`src/hw/rtl/wso_pkg.sv`:
```
// shared types, constants and codes of the wheel speed odometer
package wso_pkg;

  localparam int TIME_BITS  = 40;
  localparam int DIST_BITS  = 32;
  localparam int SPEED_BITS = 22;
  localparam int FACT_BITS  = 12;
  localparam int NUM_BITS   = DIST_BITS + FACT_BITS;
  localparam int DSH_BITS   = TIME_BITS + SPEED_BITS;
  localparam int CNT_BITS   = $clog2(SPEED_BITS);

  localparam logic [FACT_BITS-1:0]  CENTI_KMH_FACTOR = FACT_BITS'(3600);
  localparam logic [SPEED_BITS-1:0] SPEED_MAX        = '1;
  localparam logic [TIME_BITS-1:0]  TIME_MAX         = '1;
  localparam logic [DIST_BITS-1:0]  DIST_MAX         = '1;

  typedef logic [TIME_BITS-1:0]  time_t;
  typedef logic [DIST_BITS-1:0]  dist_t;
  typedef logic [SPEED_BITS-1:0] speed_t;

  // input commands
  localparam logic [1:0] CMD_TICK   = 2'd0;
  localparam logic [1:0] CMD_PULSE  = 2'd1;
  localparam logic [1:0] CMD_BUTTON = 2'd2;

  // display modes
  localparam logic [1:0] MODE_SPEED = 2'd0;
  localparam logic [1:0] MODE_DIST  = 2'd1;
  localparam logic [1:0] MODE_AVG   = 2'd2;

  // register indexes
  localparam logic [2:0] REG_DIST_PER_REV = 3'd0;
  localparam logic [2:0] REG_PULSE_LOCK   = 3'd1;
  localparam logic [2:0] REG_REFRESH      = 3'd2;
  localparam logic [2:0] REG_LONG_PRESS   = 3'd3;
  localparam logic [2:0] REG_BTN_LOCK     = 3'd4;
  localparam logic [2:0] REG_ACTIVE_LEVEL = 3'd5;

  typedef enum logic [2:0] {
    ST_IDLE,
    ST_EXEC,
    ST_SPD_START,
    ST_SPD_WAIT,
    ST_AVG_START,
    ST_AVG_WAIT,
    ST_FIN
  } seq_state_t;

  typedef enum logic [2:0] {
    DV_IDLE,
    DV_MUL,
    DV_CHK,
    DV_ITER,
    DV_DONE
  } div_state_t;

  typedef struct packed {
    logic  start;
    dist_t cm;
    time_t den;
  } div_req_t;

  typedef struct packed {
    logic   done;
    speed_t quot;
  } div_rsp_t;

  typedef struct packed {
    logic in_ready;
    logic div_start;
    logic sel_avg;
    logic ld_exec;
    logic ld_speed;
    logic ld_avg;
    logic ld_out;
  } seq_ctl_t;

endpackage

```
`src/hw/rtl/wso_if.sv`:
```
// valid/ready channels for input items and result items
interface wso_in_if;
  logic       valid;
  logic       ready;
  logic [1:0] command;
  logic       button_level;

  modport source (output valid, output command, output button_level, input ready);
  modport sink   (input valid, input command, input button_level, output ready);
endinterface

interface wso_out_if;
  logic        valid;
  logic        ready;
  logic [21:0] speed_centi_kmh;
  logic [31:0] distance_cm;
  logic [21:0] avg_centi_kmh;
  logic [39:0] trip_time_ms;
  logic [1:0]  display_mode;

  modport source (output valid, output speed_centi_kmh, output distance_cm,
                  output avg_centi_kmh, output trip_time_ms, output display_mode,
                  input ready);
  modport sink   (input valid, input speed_centi_kmh, input distance_cm,
                  input avg_centi_kmh, input trip_time_ms, input display_mode,
                  output ready);
endinterface

```
`src/hw/rtl/wso_div.sv`:
```
// serial rate unit: floor(dist * 3600 / den), saturating, one quotient bit per cycle
module wso_div (
  input  logic              clk,
  input  logic              rst_n,
  input  wso_pkg::div_req_t req,
  output wso_pkg::div_rsp_t rsp
);
  import wso_pkg::*;

  div_state_t          st_r, st_nxt;
  dist_t               dist_r;
  time_t               den_r;
  logic [NUM_BITS-1:0] num_r;
  logic [NUM_BITS-1:0] rem_r;
  logic [DSH_BITS-1:0] dsh_r;
  speed_t              quot_r;
  logic [CNT_BITS-1:0] cnt_r;

  logic                over;
  logic                fits;

  // quotient would not fit in the speed width
  assign over = {{(DSH_BITS-NUM_BITS){1'b0}}, num_r} >= {den_r, {SPEED_BITS{1'b0}}};
  assign fits = {{(DSH_BITS-NUM_BITS){1'b0}}, rem_r} >= dsh_r;

  always_comb begin
    st_nxt = st_r;
    unique case (st_r)
      DV_IDLE: if (req.start) st_nxt = DV_MUL;
      DV_MUL:  st_nxt = DV_CHK;
      DV_CHK: begin
        if (dist_r == '0 || den_r == '0 || over) st_nxt = DV_DONE;
        else st_nxt = DV_ITER;
      end
      DV_ITER: if (cnt_r == '0) st_nxt = DV_DONE;
      DV_DONE: st_nxt = DV_IDLE;
      default: st_nxt = DV_IDLE;
    endcase
  end

  always_comb begin
    rsp.done = (st_r == DV_DONE);
    rsp.quot = quot_r;
  end

  always_ff @(posedge clk) begin
    if (!rst_n) begin
      st_r <= DV_IDLE;
    end else begin
      st_r <= st_nxt;
    end
  end

  always_ff @(posedge clk) begin
    unique case (st_r)
      DV_IDLE: begin
        if (req.start) begin
          dist_r <= req.cm;
          den_r  <= req.den;
        end
      end
      DV_MUL: begin
        num_r <= dist_r * CENTI_KMH_FACTOR;
      end
      DV_CHK: begin
        rem_r  <= num_r;
        dsh_r  <= {1'b0, den_r, {(SPEED_BITS-1){1'b0}}};
        cnt_r  <= CNT_BITS'(SPEED_BITS - 1);
        if (dist_r == '0) quot_r <= '0;
        else if (den_r == '0 || over) quot_r <= SPEED_MAX;
        else quot_r <= '0;
      end
      DV_ITER: begin
        if (fits) rem_r <= rem_r - dsh_r[NUM_BITS-1:0];
        quot_r <= {quot_r[SPEED_BITS-2:0], fits};
        dsh_r  <= dsh_r >> 1;
        cnt_r  <= cnt_r - 1'b1;
      end
      DV_DONE: begin
      end
      default: begin
      end
    endcase
  end

endmodule

```
`src/hw/rtl/wheel_speed_odometer.sv`:
```
// top level of the wheel speed odometer: sequencer, trip state, registers, output stage
//
// Each input beat is one event: a millisecond tick, a wheel pulse or a button
// level change. The block takes one beat at a time and delivers one result beat
// per input beat with speed, trip distance, average speed, trip time and the
// display mode as they stand after the event. Each item passes the exec state,
// the average division and the finish state; a wheel pulse or a speed refresh
// adds a speed division first, and zero and saturating rates end early. Both
// divisions use the single serial divider, which yields one quotient bit per
// cycle over the 22-bit speed range and is used once for the speed and once for
// the average. A finished result waits in the output register, so the next beat
// is taken while it waits; only a second finished result stalls on it.
// Configuration is written over the APB port with registers at byte addresses
// 0, 4, ... 20; write only while the block is idle.
module wheel_speed_odometer (
  input  logic        clk,
  input  logic        rst_n,
  wso_in_if.sink      in_ch,
  wso_out_if.source   out_ch,
  input  logic        psel,
  input  logic        penable,
  input  logic        pwrite,
  input  logic [4:0]  paddr,
  input  logic [31:0] pwdata,
  output logic [31:0] prdata,
  output logic        pready
);
  import wso_pkg::*;

  // configuration registers
  logic [9:0]  dpr_r;
  logic [9:0]  pulse_lock_r;
  logic [15:0] refresh_per_r;
  logic [15:0] long_press_r;
  logic [9:0]  btn_lock_r;
  logic        active_lvl_r;

  // trip state
  time_t       now_r, now_nxt;
  time_t       last_pulse_r, last_pulse_nxt;
  logic        pulse_seen_r, pulse_seen_nxt;
  speed_t      speed_r;
  dist_t       distance_r, distance_nxt;
  time_t       trip_r, trip_nxt;
  logic [1:0]  mode_r, mode_nxt;
  logic        held_r, held_nxt;
  time_t       press_start_r, press_start_nxt;
  time_t       last_edge_r, last_edge_nxt;
  logic [15:0] refresh_r, refresh_nxt;
  speed_t      avg_r;

  // captured beat and pending speed work
  logic [1:0]  cmd_r;
  logic        lvl_r;
  time_t       el_r, el_nxt;
  logic        spd_need;

  // output stage
  logic        out_valid_r, out_valid_nxt;

  seq_state_t  st_r, st_nxt;
  seq_ctl_t    ctl;
  div_req_t    div_req;
  div_rsp_t    div_rsp;

  // event arithmetic
  time_t       now_inc;
  time_t       el_tick;
  time_t       el_now;
  time_t       edge_el;
  time_t       press_el;
  logic [15:0] refresh_inc;
  logic [DIST_BITS:0] dist_sum;
  logic        cfg_wr;

  assign pready = 1'b1;
  assign cfg_wr = psel && penable && pwrite && pready;

  // register read back
  always_comb begin
    prdata = '0;
    unique case (paddr[4:2])
      REG_DIST_PER_REV: prdata = {22'b0, dpr_r};
      REG_PULSE_LOCK:   prdata = {22'b0, pulse_lock_r};
      REG_REFRESH:      prdata = {16'b0, refresh_per_r};
      REG_LONG_PRESS:   prdata = {16'b0, long_press_r};
      REG_BTN_LOCK:     prdata = {22'b0, btn_lock_r};
      REG_ACTIVE_LEVEL: prdata = {31'b0, active_lvl_r};
      default:          prdata = '0;
    endcase
  end

  always_ff @(posedge clk) begin
    if (!rst_n) begin
      dpr_r         <= 10'd200;
      pulse_lock_r  <= 10'd200;
      refresh_per_r <= 16'd1000;
      long_press_r  <= 16'd1000;
      btn_lock_r    <= 10'd50;
      active_lvl_r  <= 1'b0;
    end else if (cfg_wr) begin
      unique case (paddr[4:2])
        REG_DIST_PER_REV: dpr_r         <= pwdata[9:0];
        REG_PULSE_LOCK:   pulse_lock_r  <= pwdata[9:0];
        REG_REFRESH:      refresh_per_r <= pwdata[15:0];
        REG_LONG_PRESS:   long_press_r  <= pwdata[15:0];
        REG_BTN_LOCK:     btn_lock_r    <= pwdata[9:0];
        REG_ACTIVE_LEVEL: active_lvl_r  <= pwdata[0];
        default: begin
        end
      endcase
    end
  end

  // sequencer: next state
  always_comb begin
    st_nxt = st_r;
    unique case (st_r)
      ST_IDLE:      if (in_ch.valid) st_nxt = ST_EXEC;
      ST_EXEC:      st_nxt = spd_need ? ST_SPD_START : ST_AVG_START;
      ST_SPD_START: st_nxt = ST_SPD_WAIT;
      ST_SPD_WAIT:  if (div_rsp.done) st_nxt = ST_AVG_START;
      ST_AVG_START: st_nxt = ST_AVG_WAIT;
      ST_AVG_WAIT:  if (div_rsp.done) st_nxt = ST_FIN;
      ST_FIN:       if (!out_valid_r || out_ch.ready) st_nxt = ST_IDLE;
      default:      st_nxt = ST_IDLE;
    endcase
  end

  // sequencer: outputs
  always_comb begin
    ctl = '0;
    unique case (st_r)
      ST_IDLE:      ctl.in_ready = 1'b1;
      ST_EXEC:      ctl.ld_exec = 1'b1;
      ST_SPD_START: ctl.div_start = 1'b1;
      ST_SPD_WAIT:  ctl.ld_speed = div_rsp.done;
      ST_AVG_START: begin
        ctl.div_start = 1'b1;
        ctl.sel_avg   = 1'b1;
      end
      ST_AVG_WAIT:  ctl.ld_avg = div_rsp.done;
      ST_FIN:       ctl.ld_out = !out_valid_r || out_ch.ready;
      default: begin
      end
    endcase
  end

  assign in_ch.ready = ctl.in_ready;

  always_ff @(posedge clk) begin
    if (!rst_n) begin
      st_r <= ST_IDLE;
    end else begin
      st_r <= st_nxt;
    end
  end

  // shared rate unit: speed from revolution length and interval, or trip average
  always_comb begin
    div_req.start = ctl.div_start;
    div_req.cm    = ctl.sel_avg ? distance_r : {{(DIST_BITS-10){1'b0}}, dpr_r};
    div_req.den   = ctl.sel_avg ? trip_r : el_r;
  end

  wso_div u_div (
    .clk   (clk),
    .rst_n (rst_n),
    .req   (div_req),
    .rsp   (div_rsp)
  );

  assign now_inc     = now_r + 1'b1;
  assign el_tick     = now_inc - last_pulse_r;
  assign el_now      = now_r - last_pulse_r;
  assign edge_el     = now_r - last_edge_r;
  assign press_el    = now_r - press_start_r;
  assign refresh_inc = refresh_r + 16'd1;
  assign dist_sum    = {1'b0, distance_r} + {{(DIST_BITS-9){1'b0}}, dpr_r};

  // event handling, applied in the exec state
  always_comb begin
    now_nxt         = now_r;
    last_pulse_nxt  = last_pulse_r;
    pulse_seen_nxt  = pulse_seen_r;
    distance_nxt    = distance_r;
    trip_nxt        = trip_r;
    mode_nxt        = mode_r;
    held_nxt        = held_r;
    press_start_nxt = press_start_r;
    last_edge_nxt   = last_edge_r;
    refresh_nxt     = refresh_r;
    el_nxt          = el_r;
    spd_need        = 1'b0;
    priority if (cmd_r == CMD_TICK) begin
      now_nxt = now_inc;
      if (trip_r != TIME_MAX) trip_nxt = trip_r + 1'b1;
      refresh_nxt = refresh_inc;
      // refresh period reached: decay speed from time since last pulse
      if (refresh_inc >= refresh_per_r) begin
        refresh_nxt = '0;
        el_nxt      = el_tick;
        spd_need    = pulse_seen_r && (el_tick >= {{(TIME_BITS-16){1'b0}}, refresh_per_r})
                      && (el_tick != '0);
      end
    end else if (cmd_r == CMD_PULSE) begin
      // pulse outside the lockout counts as one revolution
      if (el_now > {{(TIME_BITS-10){1'b0}}, pulse_lock_r}) begin
        el_nxt         = el_now;
        spd_need       = 1'b1;
        distance_nxt   = dist_sum[DIST_BITS] ? DIST_MAX : dist_sum[DIST_BITS-1:0];
        pulse_seen_nxt = 1'b1;
        last_pulse_nxt = now_r;
      end
    end else if (cmd_r == CMD_BUTTON) begin
      // debounce: any edge outside the lockout restarts it
      if (edge_el >= {{(TIME_BITS-10){1'b0}}, btn_lock_r}) begin
        last_edge_nxt = now_r;
        if (lvl_r == active_lvl_r) begin
          if (!held_r) begin
            held_nxt        = 1'b1;
            press_start_nxt = now_r;
          end
        end else if (held_r) begin
          held_nxt = 1'b0;
          if (press_el >= {{(TIME_BITS-16){1'b0}}, long_press_r}) begin
            // long press clears the trip
            distance_nxt = '0;
            trip_nxt     = '0;
          end else begin
            mode_nxt = (mode_r == MODE_AVG) ? MODE_SPEED : mode_r + 1'b1;
          end
        end
      end
    end else begin
      // unused command code leaves the state alone
    end
  end

  always_ff @(posedge clk) begin
    if (!rst_n) begin
      now_r         <= '0;
      last_pulse_r  <= '0;
      pulse_seen_r  <= 1'b0;
      speed_r       <= '0;
      distance_r    <= '0;
      trip_r        <= '0;
      mode_r        <= MODE_SPEED;
      held_r        <= 1'b0;
      press_start_r <= '0;
      last_edge_r   <= '0;
      refresh_r     <= '0;
    end else begin
      if (ctl.ld_exec) begin
        now_r         <= now_nxt;
        last_pulse_r  <= last_pulse_nxt;
        pulse_seen_r  <= pulse_seen_nxt;
        distance_r    <= distance_nxt;
        trip_r        <= trip_nxt;
        mode_r        <= mode_nxt;
        held_r        <= held_nxt;
        press_start_r <= press_start_nxt;
        last_edge_r   <= last_edge_nxt;
        refresh_r     <= refresh_nxt;
      end
      if (ctl.ld_speed) speed_r <= div_rsp.quot;
    end
  end

  // beat capture and rate operands
  always_ff @(posedge clk) begin
    if (in_ch.valid && ctl.in_ready) begin
      cmd_r <= in_ch.command;
      lvl_r <= in_ch.button_level;
    end
    if (ctl.ld_exec) el_r <= el_nxt;
    if (ctl.ld_avg) avg_r <= div_rsp.quot;
  end

  // output register
  always_comb begin
    out_valid_nxt = out_valid_r;
    if (ctl.ld_out) out_valid_nxt = 1'b1;
    else if (out_ch.ready) out_valid_nxt = 1'b0;
  end

  always_ff @(posedge clk) begin
    if (!rst_n) begin
      out_valid_r <= 1'b0;
    end else begin
      out_valid_r <= out_valid_nxt;
    end
  end

  always_ff @(posedge clk) begin
    if (ctl.ld_out) begin
      out_ch.speed_centi_kmh <= speed_r;
      out_ch.distance_cm     <= distance_r;
      // zero distance shows zero average whatever the trip time
      out_ch.avg_centi_kmh   <= (distance_r == '0) ? '0 : avg_r;
      out_ch.trip_time_ms    <= trip_r;
      out_ch.display_mode    <= mode_r;
    end
  end

  assign out_ch.valid = out_valid_r;

endmodule
```
`src/flat_wrapper.sv`:
```
// flat-port wrapper written by rule: the top's interface ports become plain ports
module wheel_speed_odometer_flat import wso_pkg::*;
  (clk, rst_n, psel, penable, pwrite, paddr, pwdata, prdata, pready, in_ch_valid, in_ch_command, in_ch_button_level, in_ch_ready, out_ch_valid, out_ch_speed_centi_kmh, out_ch_distance_cm, out_ch_avg_centi_kmh, out_ch_trip_time_ms, out_ch_display_mode, out_ch_ready);
  wso_in_if in_ch_i ();
  wso_out_if out_ch_i ();
  input  logic clk;
  input  logic rst_n;
  input  logic psel;
  input  logic penable;
  input  logic pwrite;
  input  logic [4:0] paddr;
  input  logic [31:0] pwdata;
  output logic [31:0] prdata;
  output logic pready;
  input wire logic [$bits(in_ch_i.valid)-1:0] in_ch_valid;
  input wire logic [$bits(in_ch_i.command)-1:0] in_ch_command;
  input wire logic [$bits(in_ch_i.button_level)-1:0] in_ch_button_level;
  output wire logic [$bits(in_ch_i.ready)-1:0] in_ch_ready;
  output wire logic [$bits(out_ch_i.valid)-1:0] out_ch_valid;
  output wire logic [$bits(out_ch_i.speed_centi_kmh)-1:0] out_ch_speed_centi_kmh;
  output wire logic [$bits(out_ch_i.distance_cm)-1:0] out_ch_distance_cm;
  output wire logic [$bits(out_ch_i.avg_centi_kmh)-1:0] out_ch_avg_centi_kmh;
  output wire logic [$bits(out_ch_i.trip_time_ms)-1:0] out_ch_trip_time_ms;
  output wire logic [$bits(out_ch_i.display_mode)-1:0] out_ch_display_mode;
  input wire logic [$bits(out_ch_i.ready)-1:0] out_ch_ready;
  assign in_ch_i.valid = in_ch_valid;
  assign in_ch_i.command = in_ch_command;
  assign in_ch_i.button_level = in_ch_button_level;
  assign in_ch_ready = in_ch_i.ready;
  assign out_ch_valid = out_ch_i.valid;
  assign out_ch_speed_centi_kmh = out_ch_i.speed_centi_kmh;
  assign out_ch_distance_cm = out_ch_i.distance_cm;
  assign out_ch_avg_centi_kmh = out_ch_i.avg_centi_kmh;
  assign out_ch_trip_time_ms = out_ch_i.trip_time_ms;
  assign out_ch_display_mode = out_ch_i.display_mode;
  assign out_ch_i.ready = out_ch_ready;
  wheel_speed_odometer u_core (.clk(clk), .rst_n(rst_n), .in_ch(in_ch_i), .out_ch(out_ch_i), .psel(psel), .penable(penable), .pwrite(pwrite), .paddr(paddr), .pwdata(pwdata), .prdata(prdata), .pready(pready));
endmodule
```
`config.mk`:
```
export PLATFORM = sky130hd
export DESIGN_NAME = wheel_speed_odometer_flat
export DESIGN_NICKNAME = d
export VERILOG_FILES = /design/src/hw/rtl/wso_pkg.sv /design/src/hw/rtl/wso_if.sv /design/src/hw/rtl/wso_div.sv /design/src/hw/rtl/wheel_speed_odometer.sv /design/src/flat_wrapper.sv
export SDC_FILE = /design/constraint.sdc
export NUM_CORES = 2
export LEC_CHECK = 0
export ABC_AREA = 0
export BUFFER_PORTS_ARGS = -buffer_cell sky130_fd_sc_hd__buf_2
export CAP_MARGIN = 30
export CORE_MARGIN = 2
export CORE_UTILIZATION = 35
export DETAILED_ROUTE_END_ITERATION = 8
export PLACE_DENSITY = 0.62
export SYNTH_ARGS = -nofsm -noshare
export SYNTH_HDL_FRONTEND = slang
export SYNTH_SLANG_ARGS = --single-unit
export TNS_END_PERCENT = 30
```
`constraint.sdc`:
```
create_clock -name clk -period 9.79 [get_ports clk]
set_input_delay 0.979 -clock clk [delete_from_list [all_inputs] [get_ports clk]]
set_output_delay 0.979 -clock clk [all_outputs]
set_load 0.01 [all_outputs]
```
# After elaboration in Yosys (flattened, before gate mapping)
# Cells that the tools add are included.
# word_totals
ff_bits	772
inputBits	47
output_inout_bits	153
wordCells	200
# op_classes
addsub	11
mul	1
magnitude_cmp	7
n_eq_ne	33
mux	56
bitwise_logic	5
reduce_logical	50
# op_table
op	count
40-bit 2-to-1 mux	13
32-bit 2-to-1 mux	8
40-bit subtractor	4
44-bit by 62-bit >= comparator with 1-bit output	2
62-bit one-hot mux with 2 select lines	1
16-bit one-hot mux with 6 select lines	1
44-bit one-hot mux with 2 select lines	1
40-bit by 1-bit adder with 40-bit output, second input constant	2
40-bit by 16-bit >= comparator with 1-bit output	2
32-bit zero test	2
22-bit 2-to-1 mux	2
44-bit 2-to-1 mux	1
22-bit one-hot mux with 2 select lines	1
44-bit subtractor	1
40-bit by 10-bit >= comparator with 1-bit output	1
40-bit by 10-bit greater-than comparator with 1-bit output	1
40-bit zero test	1
32-bit by 8-bit multiplier with 40-bit output, second input constant	1
40-bit inequality test, second input constant	1
40-bit nonzero test	1
32-bit by 10-bit adder with 33-bit output	1
3-bit 2-to-1 mux	8
8-bit AND reduction	3
2-bit nonzero test	12
other kinds (31)	92

# Logic depth before layout (Yosys ltp)
# logic_depth
word_depth	9
depth_mapped	26
mapped_depth_nobuf	25

# Hierarchy
# From an unflattened synthesis, not the netlist that was laid out.
# hier_totals
hier_cells	5629
area_unflattened_um2	51052.7
# by_module_without_submodules
module	n_inst	cells_each	area_per_inst_um2	seq_area_each_um2
wheel_speed_odometer	1	4131	34742.1	12321.8
wso_div	1	1498	16310.6	7387.1

# Worst setup path after synthesis
# No wires, ideal clock.
# synth_path
path_type	input -> register
start	input port out_ch_ready
end	register u_core.out_ch.avg_centi_kmh[0], enable pin
setup_time_ns	0.610
arrival_time_ns	6.314
required_time_ns	9.180
slack_ns	2.866
cell_stages	2
n_path_buf	0
path_cell_list	nand2b_1 > nor2b_1
# synth_rtl
item	line_no	rtl
start, declared	flat_wrapper.sv:25	input wire logic [$bits(out_ch_i.ready)-1:0] out_ch_ready;
end signal, assigned	wheel_speed_odometer.sv:300	out_ch.avg_centi_kmh <= (distance_r == '0) ? '0 : avg_r;
end, declared	wso_if.sv:22	output avg_centi_kmh, output trip_time_ms, output display_mode,

# Worst setup path in the final report
# layout_path
start	register u_core.now_r[1]
end	register u_core.st_r[2]
# layout_between
elab_chain_cells	9
elab_cells_between_ends	14
cone_classes	add/sub: 3; order compare: 2; mux: 6; reduce/logical: 3
# layout_rtl
item	line_no	rtl
start, declared	wheel_speed_odometer.sv:39	time_t now_r, now_nxt;
start signal, assigned	wheel_speed_odometer.sv:255	now_r <= now_nxt;
40-bit by 1-bit adder with 40-bit output *	wheel_speed_odometer.sv:173	assign now_inc = now_r + 1'b1;
via u_core.now_inc[30]	wheel_speed_odometer.sv:67	time_t now_inc;
40-bit subtractor *	wheel_speed_odometer.sv:174	assign el_tick = now_inc - last_pulse_r;
40-bit by 16-bit >= comparator with 1-bit output	wheel_speed_odometer.sv:203	spd_need = pulse_seen_r && (el_tick >= {{(TIME_BITS-16){1'b0}}, refresh_per_r})
1-bit logical AND	wheel_speed_odometer.sv:203	
1-bit logical AND *	wheel_speed_odometer.sv:204	&& (el_tick != '0);
1-bit 2-to-1 mux *	wheel_speed_odometer.sv:200	if (refresh_inc >= refresh_per_r) begin
1-bit 2-to-1 mux *	wheel_speed_odometer.sv:195	priority if (cmd_r == CMD_TICK) begin
3-bit 2-to-1 mux *	wheel_speed_odometer.sv:120	ST_EXEC: st_nxt = spd_need ? ST_SPD_START : ST_AVG_START;
3-bit one-hot mux with 7 select lines *	wheel_speed_odometer.sv:118	unique case (st_r)
end signal, assigned	wheel_speed_odometer.sv:155	st_r <= st_nxt;
end, declared	wheel_speed_odometer.sv:61	seq_state_t st_r, st_nxt;
# The timed path passes the listed nets; every way through them passes the cells marked *.
# A chain may end at the register's enable or synchronous reset.

==> metrics.yaml <==
first_pass_iters: 6
criticalPathCategory: "flip-flop to flip-flop"
wl_mm: 146
area_delta_synth_final_pct: 11.2
drc: 0
grt_max_degree: 100
portBuffers: 164
status: "complete, no violations"
num_io_pins: 200
max_stage_delay_ns: 0.69
avgSynthCellArea_sq_um: 9.15
finalNetCount: 6122
fin_worst_skew_ns: 0.0273
ant_nets: 0
drv_cap: 0
finalSetupTns_ns: 0
utilization: 0.392
grt_pass1_vias: 38408
netlist_area_sq_um: 50500
clock_latency_ns: 0.70
ys_seq_elements: 771
fin_ws_ns: 2.61
peakVddDrop_mv: 0.135
p_sw_frac: 0.291
required_ns: 10.43
ctsHoldBuffers: 0
pwr-share-comb: 0.205
synthCells: 5524
final_area_sq_um: 56200
arrival_ns: 7.83
grt.met1_usage: 0.268
cts_made_buffers: 89
worst_slew_pin_slew_ns: 1.03
ys_seq_area_frac: 0.390
root_buffer: "clkbuf_16"
cp-startpoint: "u_core.now_r[1]$_SDFFE_PN0P_"
grt_overflow: 0
tritoncts: "done"
ys.flop_type: "edfxtp_1"
grt_pass1_wl_mm: 224
worstHoldPathType: "flip-flop to flip-flop"
finalSetupViolCount: 0
via_per_inst: 5.36
clkPwrFrac: 0.380
dpl_cell_area_sq_um: 53200
postCtsSetupBuffers: 0
powerDensity_nw_per_um2: 161
placed_cells: 7391
min_period_ns: 7.18
drtIter0Drc: 3006
core-area_sq_um: 143000
clkTransAtPathRegs_ns: 0.06
rsz0062_at_grt: "no"
die_area_sq_um: 147000
numClockSinks: 771
dp_slack_ns: 2.61
power.internal_mw: 6.41
use_met2: 0.310
drive_gt1_frac: 0.0874
power_mw: 9.04
critPathMaxFanout: 13
rows: 139
initial_core_util: 0.352
htreeDepth: 3
p_seq_frac: 0.415
fmaxAchievable_mhz: 139
dieWidth_microns: 384
worstHoldStart: "u_core.speed_r[1]$_SDFFE_PN0P_"
top_usage_layer: "met2"
p_switching_mw: 2.63
ctsLongestPathBuffers: 3
grt.total_usage: 0.194
synth_edf_count: 427
gp_congestion: 0.925
start_kind: "flip-flop"
vias: 40472
ys_types: 100
timing.hold.ws_ns: 0.428
met3_usage: 0.0263
crit_chain: "ha_1, nand3_1, nor3_1, nand4_1, nor4_1, nand3_1, nor2_1, and3_1, and2_1, nand2_1, xnor2_1, ha_1, a21oi_1, nor2_1, or2_2, a21o_1, a21o_1, a21oi_1, o21ai_0, o41ai_1, xnor2_1, nor4b_1, o22a_1, o311a_1"
ys_warn_count: 0
synthArstFlopShare: 0
final-hold-violation-count: 0
slew_headroom: 0.310
r2r-start: "u_core.now_r[1]$_SDFFE_PN0P_"
wire_per_inst_microns: 19.4
die_y_microns: 384
period_share: 0.734
hpwl_mm: 112
fillerInstances: 14349
end_kind: "flip-flop"
antenna_found_initial: 4
cpMaxStageDelayCell: "dfxtp_1"
p_leak_nw: 23.8
slew_viol_final: 0
cts_resized: 0
stdcell_count: 7556
cell type report:
type,count,area [sq um],share of cell area
antenna,1,2.50,0.0000445
clock buffer,106,2370,0.0422
clock inverter,57,624,0.0111
inverter,471,1780,0.0316
multi-input combinational,4028,28000,0.499
sequential,771,19700,0.351
tap,1903,2380,0.0424
timing repair buffer,219,1290,0.0229
placed cells by master (no fill, tap or decap), types with 34 or more instances in the layout:
master and n:
o21ai_0 296, a31oi_1 34, fa_1 62, a211oi_1 36, xor2_1 120, o211ai_1 47
buf_4 49, ha_1 432, and3_1 50, and2_1 67, o21a_1 54, buf_2 164
o21bai_1 35, a21o_1 138, xnor2_1 124, or3_1 63, nor2_1 453, clkbuf_16 90
nand2b_1 43, nor3_1 70, nand3_1 115, inv_1 469, edfxtp_1 427, nand4_1 87
dfxtp_1 344, a21oi_1 386, nor2b_1 64, nor4_1 55, mux2i_1 164, mux2_2 71
nand2_1 545
registers in the layout (all words and copies together), names as in the netlist, 32 cells and up:
| signal | flops |
|---|---|
| u_core.u_div.dsh_r | 61 |
| u_core.u_div.rem_r | 44 |
| u_core.el_r | 40 |
| u_core.last_edge_r | 40 |
| u_core.last_pulse_r | 40 |
| u_core.now_r | 40 |
| u_core.out_ch.trip_time_ms | 40 |
| u_core.press_start_r | 40 |
| u_core.trip_r | 40 |
| u_core.u_div.den_r | 40 |
| u_core.u_div.num_r | 40 |
| u_core.distance_r | 32 |
| u_core.out_ch.distance_cm | 32 |
| u_core.u_div.dist_r | 32 |
logic make-up (layout without fill, tap and decap cells):
logic type,after synthesis,after routing,share of synthesized area
XOR/XNOR,244,244,0.0423
AND/OR/NAND/NOR,1744,1744,0.166
other,2,18,0.000149
AO/OA/AOI/OAI,1293,1293,0.164
flip-flops,771,771,0.390
adder cells (fa/ha/maj),495,495,0.132
buffers and inverters,740,853,0.0575
multiplexers,235,235,0.0483
layer usage:
metal | vias up | routed length, microns
met5 | - | 0
met4 | 0 | 4930
met3 | 196 | 7390
met2 | 1026 | 66000
met1 | 19413 | 68200
li1 | 19837 | -
worst paths after layout:
check	to	slack, ns	cells past startpoint
worst max-delay path	u_core.st_r[2]$_SDFFE_PN0P_	2.61	24
worst min register to register	u_core.out_ch.speed_centi_kmh[1]$_DFFE_PP_	0.43	0
worst min-delay path	u_core.out_ch.speed_centi_kmh[1]$_DFFE_PP_	0.43	0
worst max register to register	u_core.st_r[2]$_SDFFE_PN0P_	2.61	24
critical path, delay by kind of cell, from the launching register on:
family                   cells  cell delay (ns)
XOR/XNOR                     2             0.44
flip-flops                   1             0.69
adder cells (fa/ha/maj)      2             0.71
AND/OR/NAND/NOR             12             3.56
AO/OA/AOI/OAI                8             1.74
power by group through the flow:
stage | logic [mW] | registers, mW | clock network (mW)
2_1_floorplan | 1.39 | 3.76 | 0
3_3_place_gp | 1.83 | 3.82 | 0
3_5_place_dp | 1.86 | 3.82 | 0
4_1_cts | 1.88 | 3.75 | 3.50
5_1_grt | 2.11 | 3.76 | 3.63
6_report | 1.86 | 3.75 | 3.43
synth_stat cells (18+ instances only):
cell	count	area [sq um]
o2111ai_1	19	166
nor3_1	70	350
and3_1	51	319
xnor2_1	124	1090
mux2_2	71	800
edfxtp_1	427	12800
ha_1	433	5420
or3_1	63	394
nand3_1	116	581
nand2b_1	43	269
and2_1	68	425
mux2i_1	164	1640
xor2_1	120	1050
inv_1	470	1760
o22ai_1	18	113
nor2b_1	67	419
o21bai_1	35	263
nor4_1	55	344
o21ai_0	296	1480
nand2_1	547	2050
and4_1	22	193
fa_1	62	1240
a21oi_1	386	1930
a31oi_1	34	213
o21a_1	54	405
clkbuf_1	202	758
a211oi_1	36	270
a21o_1	138	1040
buf_4	22	165
o211ai_1	47	353
nor2_1	457	1720
o31ai_1	24	180
buf_2	28	140
nand4_1	87	544
or4_1	19	143
dfxtp_1	344	6890
Note: power is estimated with default switching activity, not from simulation.
